==> src/sv/cesc_pkg.sv <==
// ----------------------------------------------------------------------------
// cesc_pkg
// Types, character codes and helpers for the C escape unescaper.
// ----------------------------------------------------------------------------
`default_nettype none

package cesc_pkg;

    typedef enum logic [1:0] {
        PH_TEXT = 2'd0,
        PH_ESC  = 2'd1,
        PH_OCT  = 2'd2
    } phase_t;

    localparam logic [7:0] CH_NUL       = 8'h00;
    localparam logic [7:0] CH_BACKSLASH = 8'h5C;
    localparam logic [7:0] CH_A         = 8'h61;
    localparam logic [7:0] CH_B         = 8'h62;
    localparam logic [7:0] CH_F         = 8'h66;
    localparam logic [7:0] CH_N         = 8'h6E;
    localparam logic [7:0] CH_R         = 8'h72;
    localparam logic [7:0] CH_T         = 8'h74;
    localparam logic [7:0] CH_V         = 8'h76;
    localparam logic [7:0] CH_ZERO      = 8'h30;
    localparam logic [7:0] CH_SEVEN     = 8'h37;

    localparam logic [7:0] BY_BEL = 8'h07;
    localparam logic [7:0] BY_BS  = 8'h08;
    localparam logic [7:0] BY_FF  = 8'h0C;
    localparam logic [7:0] BY_LF  = 8'h0A;
    localparam logic [7:0] BY_CR  = 8'h0D;
    localparam logic [7:0] BY_HT  = 8'h09;
    localparam logic [7:0] BY_VT  = 8'h0B;

    localparam int FIFO_DEPTH = 4;

    typedef struct packed {
        logic [7:0] out_byte;
        logic       is_end;
    } res_t;

    typedef struct packed {
        logic [1:0] count;
        res_t       res0;
        res_t       res1;
    } step_t;

    function automatic logic is_octal(input logic [7:0] b);
        return (b >= CH_ZERO) && (b <= CH_SEVEN);
    endfunction

    function automatic logic [7:0] escaped(input logic [7:0] b);
        logic [7:0] r;
        unique case (b)
            CH_BACKSLASH: r = CH_BACKSLASH;
            CH_A:         r = BY_BEL;
            CH_B:         r = BY_BS;
            CH_F:         r = BY_FF;
            CH_N:         r = BY_LF;
            CH_R:         r = BY_CR;
            CH_T:         r = BY_HT;
            CH_V:         r = BY_VT;
            default:      r = b;
        endcase
        return r;
    endfunction

endpackage

`default_nettype wire

==> src/sv/cesc_if.sv <==
// ----------------------------------------------------------------------------
// cesc_in_if / cesc_out_if
// Valid/ready channels for escaped input bytes and unescaped result bytes.
// ----------------------------------------------------------------------------
`default_nettype none

interface cesc_in_if;
    logic       valid;
    logic       ready;
    logic [7:0] in_byte;

    modport source (output valid, output in_byte, input ready);
    modport sink   (input valid, input in_byte, output ready);
endinterface

interface cesc_out_if;
    logic       valid;
    logic       ready;
    logic [7:0] out_byte;
    logic       is_end;

    modport source (output valid, output out_byte, output is_end, input ready);
    modport sink   (input valid, input out_byte, input is_end, output ready);
endinterface

`default_nettype wire

==> src/sv/cesc_step.sv <==
// ----------------------------------------------------------------------------
// cesc_step
// Escape state machine: holds phase and octal run, decodes one byte into
// zero, one or two results.
// ----------------------------------------------------------------------------
`default_nettype none

module cesc_step (
    input  wire logic           clk,
    input  wire logic           rst_n,
    input  wire logic           accept,
    input  wire logic [7:0]     in_byte,
    output cesc_pkg::step_t     step
);

    cesc_pkg::phase_t phase_reg, phase_next;
    logic [7:0]       acc_reg, acc_next;
    logic [1:0]       dig_reg, dig_next;

    always_ff @(posedge clk or negedge rst_n)
    begin
        if (!rst_n)
        begin
            phase_reg <= cesc_pkg::PH_TEXT;
            acc_reg   <= '0;
            dig_reg   <= '0;
        end
        else if (accept)
        begin
            phase_reg <= phase_next;
            acc_reg   <= acc_next;
            dig_reg   <= dig_next;
        end
    end

    always_comb
    begin
        logic             oct;
        logic [7:0]       oct_acc;
        logic [1:0]       oct_dig;
        logic             p_emit;
        cesc_pkg::res_t   p_res;
        cesc_pkg::phase_t p_phase;

        oct     = cesc_pkg::is_octal(in_byte);
        oct_acc = {acc_reg[4:0], in_byte[2:0]};
        oct_dig = dig_reg + 2'd1;

        // byte taken as plain text
        p_emit  = 1'b1;
        p_res   = '{out_byte: in_byte, is_end: 1'b0};
        p_phase = cesc_pkg::PH_TEXT;
        if (in_byte == cesc_pkg::CH_NUL)
        begin
            p_res = '{out_byte: cesc_pkg::CH_NUL, is_end: 1'b1};
        end
        else if (in_byte == cesc_pkg::CH_BACKSLASH)
        begin
            p_emit  = 1'b0;
            p_phase = cesc_pkg::PH_ESC;
        end

        step       = '0;
        phase_next = cesc_pkg::PH_TEXT;
        acc_next   = '0;
        dig_next   = '0;

        unique case (phase_reg)
            cesc_pkg::PH_ESC:
            begin
                if (in_byte == cesc_pkg::CH_NUL)
                begin
                    step.count = 2'd1;
                    step.res0  = '{out_byte: cesc_pkg::CH_NUL, is_end: 1'b1};
                end
                else if (oct)
                begin
                    phase_next = cesc_pkg::PH_OCT;
                    acc_next   = {5'd0, in_byte[2:0]};
                    dig_next   = 2'd1;
                end
                else
                begin
                    step.count = 2'd1;
                    step.res0  = '{out_byte: cesc_pkg::escaped(in_byte), is_end: 1'b0};
                end
            end
            cesc_pkg::PH_OCT:
            begin
                if (oct)
                begin
                    if (oct_dig == 2'd3 || oct_dig == 2'd0)
                    begin
                        step.count = 2'd1;
                        step.res0  = '{out_byte: oct_acc, is_end: 1'b0};
                    end
                    else
                    begin
                        phase_next = cesc_pkg::PH_OCT;
                        acc_next   = oct_acc;
                        dig_next   = oct_dig;
                    end
                end
                else
                begin
                    step.count = p_emit ? 2'd2 : 2'd1;
                    step.res0  = '{out_byte: acc_reg, is_end: 1'b0};
                    step.res1  = p_res;
                    phase_next = p_phase;
                end
            end
            default:
            begin
                step.count = {1'b0, p_emit};
                step.res0  = p_res;
                phase_next = p_phase;
            end
        endcase
    end

    a_octal_clear: assert property (@(posedge clk) disable iff (!rst_n)
        phase_reg != cesc_pkg::PH_OCT |-> acc_reg == '0 && dig_reg == '0)
        else $error("octal state not cleared outside an octal run");

    a_octal_digits: assert property (@(posedge clk) disable iff (!rst_n)
        phase_reg == cesc_pkg::PH_OCT |-> dig_reg == 2'd1 || dig_reg == 2'd2)
        else $error("octal run holds a bad digit count");

    a_end_resets: assert property (@(posedge clk) disable iff (!rst_n)
        accept && in_byte == cesc_pkg::CH_NUL |=> phase_reg == cesc_pkg::PH_TEXT)
        else $error("terminator did not return to text");

endmodule

`default_nettype wire

==> src/sv/c_escape_unescaper_unit.sv <==
// ----------------------------------------------------------------------------
// c_escape_unescaper_unit
// C string escape decoder, one escaped byte per request in.
// ----------------------------------------------------------------------------
// din carries the escaped string one byte per request; a zero byte ends it.
// dout carries unescaped bytes; the terminator is a zero byte with is_end set.
// Escapes: backslash with \ a b f n r t v, one to three octal digits, or any
// other byte that passes as itself. A request gives zero, one or two results.
// Decoding is done in the accepting cycle; results are registered in a
// four-entry result queue, and dout shows the queue's oldest result.
// Throughput: one request per cycle; din.ready is held low while the queue
// holds three or more results, since one request may add two. The queue
// drains one result per cycle while dout.ready is high; a second result
// from the same request waits in the queue directly behind the first.
// When dout stalls, the queue fills and din.ready drops; nothing is lost.
// Reset empties the queue and returns the decoder to plain text.
// ----------------------------------------------------------------------------
`default_nettype none

module c_escape_unescaper_unit (
    input  wire logic    clk,
    input  wire logic    rst_n,
    cesc_in_if.sink      din,
    cesc_out_if.source   dout
);

    localparam int DEPTH = cesc_pkg::FIFO_DEPTH;
    localparam int PW    = $clog2(DEPTH);
    localparam int CW    = $clog2(DEPTH + 1);

    cesc_pkg::step_t step;
    cesc_pkg::res_t  mem_reg [DEPTH];

    logic [PW-1:0] wr_ptr_reg, wr_ptr_next;
    logic [PW-1:0] rd_ptr_reg, rd_ptr_next;
    logic [CW-1:0] cnt_reg, cnt_next;
    logic          accept;
    logic          pop;
    logic [PW-1:0] wr_ptr_p1;

    assign din.ready = (cnt_reg <= CW'(DEPTH - 2));
    assign accept    = din.valid && din.ready;
    assign pop       = dout.valid && dout.ready;

    cesc_step u_step (
        .clk     (clk),
        .rst_n   (rst_n),
        .accept  (accept),
        .in_byte (din.in_byte),
        .step    (step)
    );

    assign wr_ptr_p1 = wr_ptr_reg + PW'(1);

    always_comb
    begin
        logic [1:0] push;
        push        = accept ? step.count : 2'd0;
        wr_ptr_next = wr_ptr_reg + PW'(push);
        rd_ptr_next = rd_ptr_reg + PW'(pop);
        cnt_next    = cnt_reg + CW'(push) - CW'(pop);
    end

    always_ff @(posedge clk or negedge rst_n)
    begin
        if (!rst_n)
        begin
            wr_ptr_reg <= '0;
            rd_ptr_reg <= '0;
            cnt_reg    <= '0;
        end
        else
        begin
            wr_ptr_reg <= wr_ptr_next;
            rd_ptr_reg <= rd_ptr_next;
            cnt_reg    <= cnt_next;
        end
    end

    always_ff @(posedge clk)
    begin
        if (accept && step.count != 2'd0)
        begin
            mem_reg[wr_ptr_reg] <= step.res0;
        end
        if (accept && step.count == 2'd2)
        begin
            mem_reg[wr_ptr_p1] <= step.res1;
        end
    end

    assign dout.valid    = (cnt_reg != '0);
    assign dout.out_byte = mem_reg[rd_ptr_reg].out_byte;
    assign dout.is_end   = mem_reg[rd_ptr_reg].is_end;

    a_cnt_bound: assert property (@(posedge clk) disable iff (!rst_n)
        cnt_reg <= CW'(DEPTH))
        else $error("result queue overflow");

    a_ptr_gap: assert property (@(posedge clk) disable iff (!rst_n)
        cnt_reg != CW'(DEPTH) |-> PW'(wr_ptr_reg - rd_ptr_reg) == PW'(cnt_reg))
        else $error("queue pointers disagree with count");

    a_no_two_when_full: assert property (@(posedge clk) disable iff (!rst_n)
        accept |-> cnt_reg + CW'(step.count) <= CW'(DEPTH))
        else $error("request accepted without room for its results");

endmodule

`default_nettype wire

==> src/flat_wrapper.sv <==
// flat-port wrapper written by rule: the top's interface ports become plain ports
module c_escape_unescaper_unit_flat 
  (clk, rst_n, din_valid, din_in_byte, din_ready, dout_valid, dout_out_byte, dout_is_end, dout_ready);
  cesc_in_if din_i ();
  cesc_out_if dout_i ();
  input  wire logic clk;
  input  wire logic rst_n;
  input wire logic [$bits(din_i.valid)-1:0] din_valid;
  input wire logic [$bits(din_i.in_byte)-1:0] din_in_byte;
  output wire logic [$bits(din_i.ready)-1:0] din_ready;
  output wire logic [$bits(dout_i.valid)-1:0] dout_valid;
  output wire logic [$bits(dout_i.out_byte)-1:0] dout_out_byte;
  output wire logic [$bits(dout_i.is_end)-1:0] dout_is_end;
  input wire logic [$bits(dout_i.ready)-1:0] dout_ready;
  assign din_i.valid = din_valid;
  assign din_i.in_byte = din_in_byte;
  assign din_ready = din_i.ready;
  assign dout_valid = dout_i.valid;
  assign dout_out_byte = dout_i.out_byte;
  assign dout_is_end = dout_i.is_end;
  assign dout_i.ready = dout_ready;
  c_escape_unescaper_unit u_core (.clk(clk), .rst_n(rst_n), .din(din_i), .dout(dout_i));
endmodule
==> config.mk <==
export PLATFORM = sky130hd
export DESIGN_NAME = c_escape_unescaper_unit_flat
export DESIGN_NICKNAME = d
export VERILOG_FILES = /design/src/sv/cesc_pkg.sv /design/src/sv/cesc_if.sv /design/src/sv/cesc_step.sv /design/src/sv/c_escape_unescaper_unit.sv /design/src/flat_wrapper.sv
export SDC_FILE = /design/constraint.sdc
export NUM_CORES = 1
export LEC_CHECK = 0
export ABC_AREA = 0
export BUFFER_PORTS_ARGS = -buffer_cell sky130_fd_sc_hd__buf_2
export CORE_MARGIN = 5
export CORE_UTILIZATION = 60
export CTS_CLUSTER_DIAMETER = 30
export DETAILED_ROUTE_END_ITERATION = 7
export GPL_ROUTABILITY_DRIVEN = 1
export HOLD_SLACK_MARGIN = 0.05
export PLACE_DENSITY = 0.79
export SYNTH_ARGS = -nofsm -noshare
export SYNTH_HDL_FRONTEND = slang
export SYNTH_SLANG_ARGS = --single-unit
==> constraint.sdc <==
create_clock -name clk -period 6.4 [get_ports clk]
set_input_delay 0 -clock clk [delete_from_list [all_inputs] [get_ports clk]]
set_output_delay 0 -clock clk [all_outputs]
set_load 0.02 [all_outputs]
==> impl_metrics.tcl, run 1 <==
set metrics [dict create \
    status "completed" \
    clk_pin_slew_ns 0.10 \
    setup_violations 0 \
    synth_top_area_share_pct 32.4 \
    reg2reg_depth 8 \
    crit_path_end_kind "flip-flop" \
    maxCapViolCount 0 \
    wl_per_cell_um 19.3 \
    via_count 2560 \
    cpPeakStageDelay_ns 0.56 \
    clock_power_share_pct 22.0 \
    ir_drop_mv 0.140 \
    synth-edff-count 36 \
    setup_tns_ns 0 \
    hold_viol_final 0 \
    worst_skew_pair.late_latency_ns 0.31 \
    max_slew_margin_pct 45.2 \
    p_sw_share_pct 33.7 \
    cts_tree "built" \
    layout-drive-gt1-share_pct 17.6 \
    ctsResizeCount 0 \
    setup_ws_ns 3.36 \
    pwr-share-seq_pct 47.1 \
    drt_wl_total_um 7630 \
    cp.arrival_ns 3.11 \
    seq_area_frac_synth_pct 46.6 \
    synth_area_leader_cell "edfxtp_1" \
    post-place-ws_ns 3.42 \
    cts-root-buf "clkbuf_8" \
    crit_type "reg -> reg" \
    ys.flop_type "edfxtp_1" \
    synth_nets 337 \
    synth.avg_cell_area_um2 10.6 \
    syn2layout_area_growth_pct 7.04 \
    fillerInstances 442 \
    maxClockFrequency_ghz 0.328 \
    worstHoldStart "dout_ready" \
    hold_path_end "u_core.rd_ptr_reg[0]" \
    layout_min_cycle_time_ns 3.04 \
    overflow 0 \
    gp_congestion 0.886 \
    synth_area_leaders "edfxtp_1, dfrtp_1, mux4_2" \
    antenna_cells 0 \
    critPathLaunchType "flip-flop" \
    finClkSkew_ns 0.00536 \
    start_util_pct 61.0 \
    met3_length_um 431 \
    switching_power_mw 0.355 \
    ctsHtreeMaxLevel 2 \
    port_buffers 22 \
    min_path_type "in -> reg" \
    numCtsBuffers 5 \
    hpwl_um 5500 \
    core.rowCount 27 \
    gr-usage-all-layers_pct 22.4 \
    grt_pass1_vias 2515 \
    grt_max_degree 26 \
    synth_seq_cells 55 \
    slew_violations 0 \
    post_synth_num_cell_types 56 \
    wl_met2_um 3840 \
    design.portCount 23 \
    design.die.area_um2 7160 \
    total_power_mw 1.05 \
    pwr_density_cell_nw_per_um2 295 \
    internal-power_mw 0.699 \
    tightest_slew_ns 0.823 \
    wl_met1_um 3250 \
    worst-r2r-setup-slack_ns 3.36 \
    synthArstFlopShare_pct 34.5 \
    grt_pass1_wl_um 12900 \
    leakage_nw 1.32 \
    ant_nets 0 \
    synth_area_um2 3340 \
    nets 344 \
    post-route-drc-count 0 \
    clock-sinks 55 \
    worstPathRequired_ns 6.47 \
    rr_endpoint "u_core.mem_reg[2][3]" \
    routed.top_layer "met4" \
    netlist_instances 315 \
    yosysWarnings 0 \
    core_um2 5470 \
    cts_buffer_depth 2 \
    path_cells "inv_1 > ha_1 > nor2_1 > nand2_1 > nor4_2 > and3_1 > nor2_1 > mux2_2" \
    die-width_um 84.6 \
    die_h_um 84.6 \
    holdPathStages 3 \
    rr_startpoint "u_core.u_step.phase_reg[0]" \
    drt_iter0_drc 344 \
    period_share_pct 47.6 \
    path_max_fanout 21 \
    grt_setup_unrepaired "false" \
    power.share.combinational_pct 30.9 \
    crit_slowest_cell "ha_1" \
    largest_reg_flops 36 \
    whs_ns 0.0619 \
    viasPerCell 6.48 \
    drt-pass1-iter-count 5 \
    crit_top_cell "nor2_1" \
    antenna_found_initial 0 \
]
layout by cell type, fill, tap and decap left out, types with 5 or more instances in the layout:
cell / Yosys / layout
a22o_1: 10 / 10
o21ai_0: 15 / 15
edfxtp_1: 36 / 36
and3_1: 5 / 5
o22a_1: 8 / 8
mux2_2: 8 / 8
and2_1: 6 / 6
buf_2: 5 / 22
inv_1: 12 / 12
a21oi_1: 17 / 17
nor2_1: 17 / 17
nand2_1: 32 / 32
clkbuf_8: 0 / 5
dfrtp_1: 19 / 19
mux4_2: 9 / 9
ha_1: 9 / 9
nand3_1: 16 / 16
final cells by class:
type / count / area (um2) / share of cell area (%)
Timing Repair Buffer: 25 / 135 / 3.78
Clock buffer: 6 / 72.6 / 2.03
Sequential cell: 55 / 1560 / 43.5
Multi-Input combinational cell: 223 / 1640 / 45.8
Tap cell: 72 / 90.1 / 2.52
Clock inverter: 2 / 37.5 / 1.05
Inverter: 12 / 45.0 / 1.26
how the worst max path moves through the flow:
stage	from	to	slack (ns)	cells past startpoint
floorplan	u_core.cnt_reg[1]	u_core.cnt_reg[2]	3.76	9
global placement	u_core.u_step.phase_reg[0]	u_core.mem_reg[2][3]	3.59	8
detailed placement	u_core.u_step.phase_reg[0]	u_core.mem_reg[2][3]	3.42	8
CTS	u_core.u_step.phase_reg[0]	u_core.mem_reg[2][3]	3.39	8
global route	u_core.u_step.phase_reg[0]	u_core.mem_reg[2][2]	3.14	8
finish	u_core.u_step.phase_reg[0]	u_core.mem_reg[2][3]	3.36	8
power groups by stage:
stage / sequential (mW) / combinational [mW] / clock, mW
2_1_floorplan: 0.460 / 0.276 / 0
4_1_cts: 0.498 / 0.330 / 0.232
5_1_grt: 0.505 / 0.359 / 0.250
3_5_place_dp: 0.505 / 0.328 / 0
6_report: 0.496 / 0.325 / 0.232
3_3_place_gp: 0.501 / 0.315 / 0
cell families after synthesis:
| family | Yosys count | share of synthesized area, % |
|---|---|---|
| xor gates and xnor gates | 8 | 2.10 |
| and+or+nand+nor | 110 | 17.7 |
| DFF | 55 | 46.6 |
| AOI/OAI and AO/OA | 77 | 16.2 |
| adders and majority gates | 10 | 3.97 |
| muxes | 18 | 9.07 |
| buffers and inverters | 37 | 4.35 |
synth_stat cells, types with 3 or more instances:
library cell,instances
edfxtp_1,36
nand2_1,32
clkbuf_1,19
dfrtp_1,19
a21oi_1,17
nor2_1,17
nand3_1,16
o21ai_0,15
inv_1,12
a22o_1,10
ha_1,9
mux4_2,9
mux2_2,8
o22a_1,8
and2_1,6
and3_1,5
buf_2,5
a311o_1,4
nor3_1,4
o211ai_1,4
or3_1,4
xnor2_1,4
xor2_1,4
a31oi_1,3
nand3b_1,3
nor2b_1,3
worst max-delay path: cells and delay by family, from the launching register on:
family,cells,cell delay [ns]
multiplexers,1,0.34
AND/OR/NAND/NOR,5,1.44
buffers and inverters,1,0.06
flip-flops,1,0.39
adder cells (fa/ha/maj),1,0.56
per-layer routing:
metal  track usage (%)  vias to the layer above
met1              29.9                     1249
met2              38.4                      104
met3              3.83                       11
met4              5.04                        0
met5                 0                        -
li1                  -                     1196
per-stage QoR:
step / cells / util (%) / cell area [um2]
global route: 395 / 65.3 / 3570
detailed placement: 386 / 63.1 / 3450
CTS: 395 / 65.3 / 3570
floorplan: 315 / - / 3340
finish: 395 / 65.3 / 3570
global placement: 386 / 63.1 / 3450
repair_timing:
action,CTS,global route
setup buffers,0,0
hold endpoints to repair,19,0
hold buffers,1,0
Power figures use the tool's default switching activity.
==> run 2: changes to the inputs <==
--- a/config.mk
+++ b/config.mk
@@ -8,12 +8,12 @@
 export ABC_AREA = 0
 export BUFFER_PORTS_ARGS = -buffer_cell sky130_fd_sc_hd__buf_2
 export CORE_MARGIN = 5
-export CORE_UTILIZATION = 60
+export CORE_UTILIZATION = 55
 export CTS_CLUSTER_DIAMETER = 30
 export DETAILED_ROUTE_END_ITERATION = 7
 export GPL_ROUTABILITY_DRIVEN = 1
 export HOLD_SLACK_MARGIN = 0.05
-export PLACE_DENSITY = 0.79
+export PLACE_DENSITY = 0.76
 export SYNTH_ARGS = -nofsm -noshare
 export SYNTH_HDL_FRONTEND = slang
 export SYNTH_SLANG_ARGS = --single-unit
==> constraint.sdc (replaced) <==
create_clock -name clk -period 2.4 [get_ports clk]
set_input_delay 0 -clock clk [delete_from_list [all_inputs] [get_ports clk]]
set_output_delay 0 -clock clk [all_outputs]
set_load 0.02 [all_outputs]
==> run 2 against run 1 <==
Non-clock buffer count increased by 29. Utilization fell by 0.27 points. Flip-flop and latch count stayed put. Clock skew up 0.0071 ns. Critical path type is now in -> reg. Largest power group unchanged. First-iteration DRC count is 48% lower. Via count increased by 3.8%.
==> impl_metrics.tcl, run 2 (synthesized netlist as in run 1, its figures left out) <==
set metrics [dict create \
    status "completed" \
    largest_reg_flops 36 \
    multi_input_area_um2 1680 \
    mostFrequentLayoutCells "edfxtp_1, nand2_1, buf_4" \
    drt_iter0_drc 178 \
    syn2layout_area_growth_pct 15.3 \
    pwr-share-seq_pct 47.8 \
    layout-drive-gt1-share_pct 26.7 \
    grt_setup_unrepaired "true" \
    setup_violations 0 \
    numCtsBuffers 5 \
    gr-usage-all-layers_pct 21.3 \
    drt_wl_total_um 7540 \
    drt-pass1-iter-count 5 \
    gp_congestion 0.877 \
    tightest_slew_ns 0.629 \
    critPathLaunchType "input pin" \
    grt_pass1_vias 2552 \
    crit_path_end_kind "flip-flop" \
    die_h_um 87.9 \
    post_cts_buffers 0 \
    leakage_nw 1.47 \
    path_max_fanout 5 \
    ir_drop_mv 0.499 \
    die-width_um 87.9 \
    antenna_found_initial 0 \
    area.sequential_um2 1560 \
    hold_viol_final 0 \
    cts_buffer_depth 2 \
    finClkSkew_ns 0.0125 \
    min_path_type "in -> reg" \
    grt_max_degree 20 \
    setup_tns_ns 0 \
    grt_pass1_wl_um 12800 \
    cts-root-buf "clkbuf_8" \
    ant_nets 0 \
    nets 373 \
    total_power_mw 2.81 \
    hpwl_um 5670 \
    pwr_density_cell_nw_per_um2 728 \
    cp.arrival_ns 2.52 \
    via_count 2656 \
    design.portCount 23 \
    maxClockFrequency_ghz 0.430 \
    antenna_cells 0 \
    start_util_pct 56.4 \
    maxCapViolCount 0 \
    max_slew_margin_pct 58.1 \
    worstPathRequired_ns 2.60 \
    cts_tree "built" \
    internal-power_mw 1.82 \
    fillerInstances 475 \
    utilization_pct 65.0 \
    design.die.area_um2 7730 \
    port_buffers 22 \
    period_share_pct 96.8 \
    worst_skew_pair.late_latency_ns 0.31 \
    wl_per_cell_um 17.7 \
    switching_power_mw 0.987 \
    overflow 0 \
    crit_type "in -> reg" \
    p_sw_share_pct 35.2 \
    core.rowCount 28 \
    clock-sinks 55 \
    core_um2 5920 \
    post-route-drc-count 0 \
    clk_pin_slew_ns 0.10 \
    worst-r2r-setup-slack_ns 0.08 \
    layout_min_cycle_time_ns 2.32 \
    clock_power_share_pct 18.8 \
    viasPerCell 6.22 \
    slew_violations 0 \
    layout_commonest_cell "edfxtp_1" \
    power.share.combinational_pct 33.4 \
    ctsHtreeMaxLevel 2 \
]
[run 2: area by class of cell]
cell class	count	share of cell area, %
clock buffer	5	1.79
sequential	55	40.4
timing repair buffer	54	9.94
clock inverter	3	0.650
inverter	12	1.17
tap	75	2.44
multi-input combinational	223	43.6
[run 2: metal layers]
layer / wire [um] / global-route usage, % / up-vias
li1: - / - / 1257
met1: 3380 / 29.2 / 1308
met2: 3690 / 35.0 / 80
met3: 341 / 3.10 / 11
met4: 125 / 6.97 / 0
met5: 0 / 0 / -
[run 2: per-stage QoR]
step	instance area (um2)	hold WS, ns	setup slack, ns	cells
2_1_floorplan	3350	-0.296	0.0215	315
3_3_place_gp	3700	-0.0384	0.184	416
3_5_place_dp	3700	-0.0321	0.0734	416
4_1_cts	3820	0.0512	0.0153	427
5_1_grt	3850	0.0786	-0.0744	427
6_report	3850	0.0548	0.0769	427
[run 2: what timing repair did]
action | 4_1_cts | 5_1_grt
setup endpoints to repair | 0 | 46
endpoints found under the hold margin | 21 | 0
gates resized for setup | 0 | 10
hold buffers | 3 | 0
[run 2: worst paths after layout]
| check | endpoint | start | cells after the start |
|---|---|---|---|
| setup / recovery | u_core.cnt_reg[2] | din_in_byte[2] | 10 |
| hold / removal | u_core.rd_ptr_reg[0] | dout_ready | 3 |
| setup reg to reg | u_core.cnt_reg[2] | u_core.cnt_reg[0] | 9 |
| hold reg to reg | u_core.u_step.acc_reg[5] | u_core.u_step.acc_reg[5] | 1 |
| max in group asynchronous | u_core.u_step.acc_reg[7] | rst_n | 2 |
| min in group asynchronous | u_core.u_step.acc_reg[3] | rst_n | 2 |
[run 2: power by group through the flow]
stage	combinational [mW]	clock [mW]	sequential [mW]
floorplan	0.743	0	1.24
global placement	0.907	0	1.35
detailed placement	0.937	0	1.37
CTS	0.944	0.535	1.34
global route	1.03	0.581	1.37
finish	0.938	0.526	1.34
[run 2: worst max-delay path, cell delays in order]
cell and delay (ns):
dlygate4sd3_1 0.53, buf_2 0.15, nor2b_1 0.15, and4_2 0.28
nor3_2 0.22, nand2_1 0.13, ha_1 0.32, fa_1 0.44
xor2_1 0.16, xnor2_1 0.12
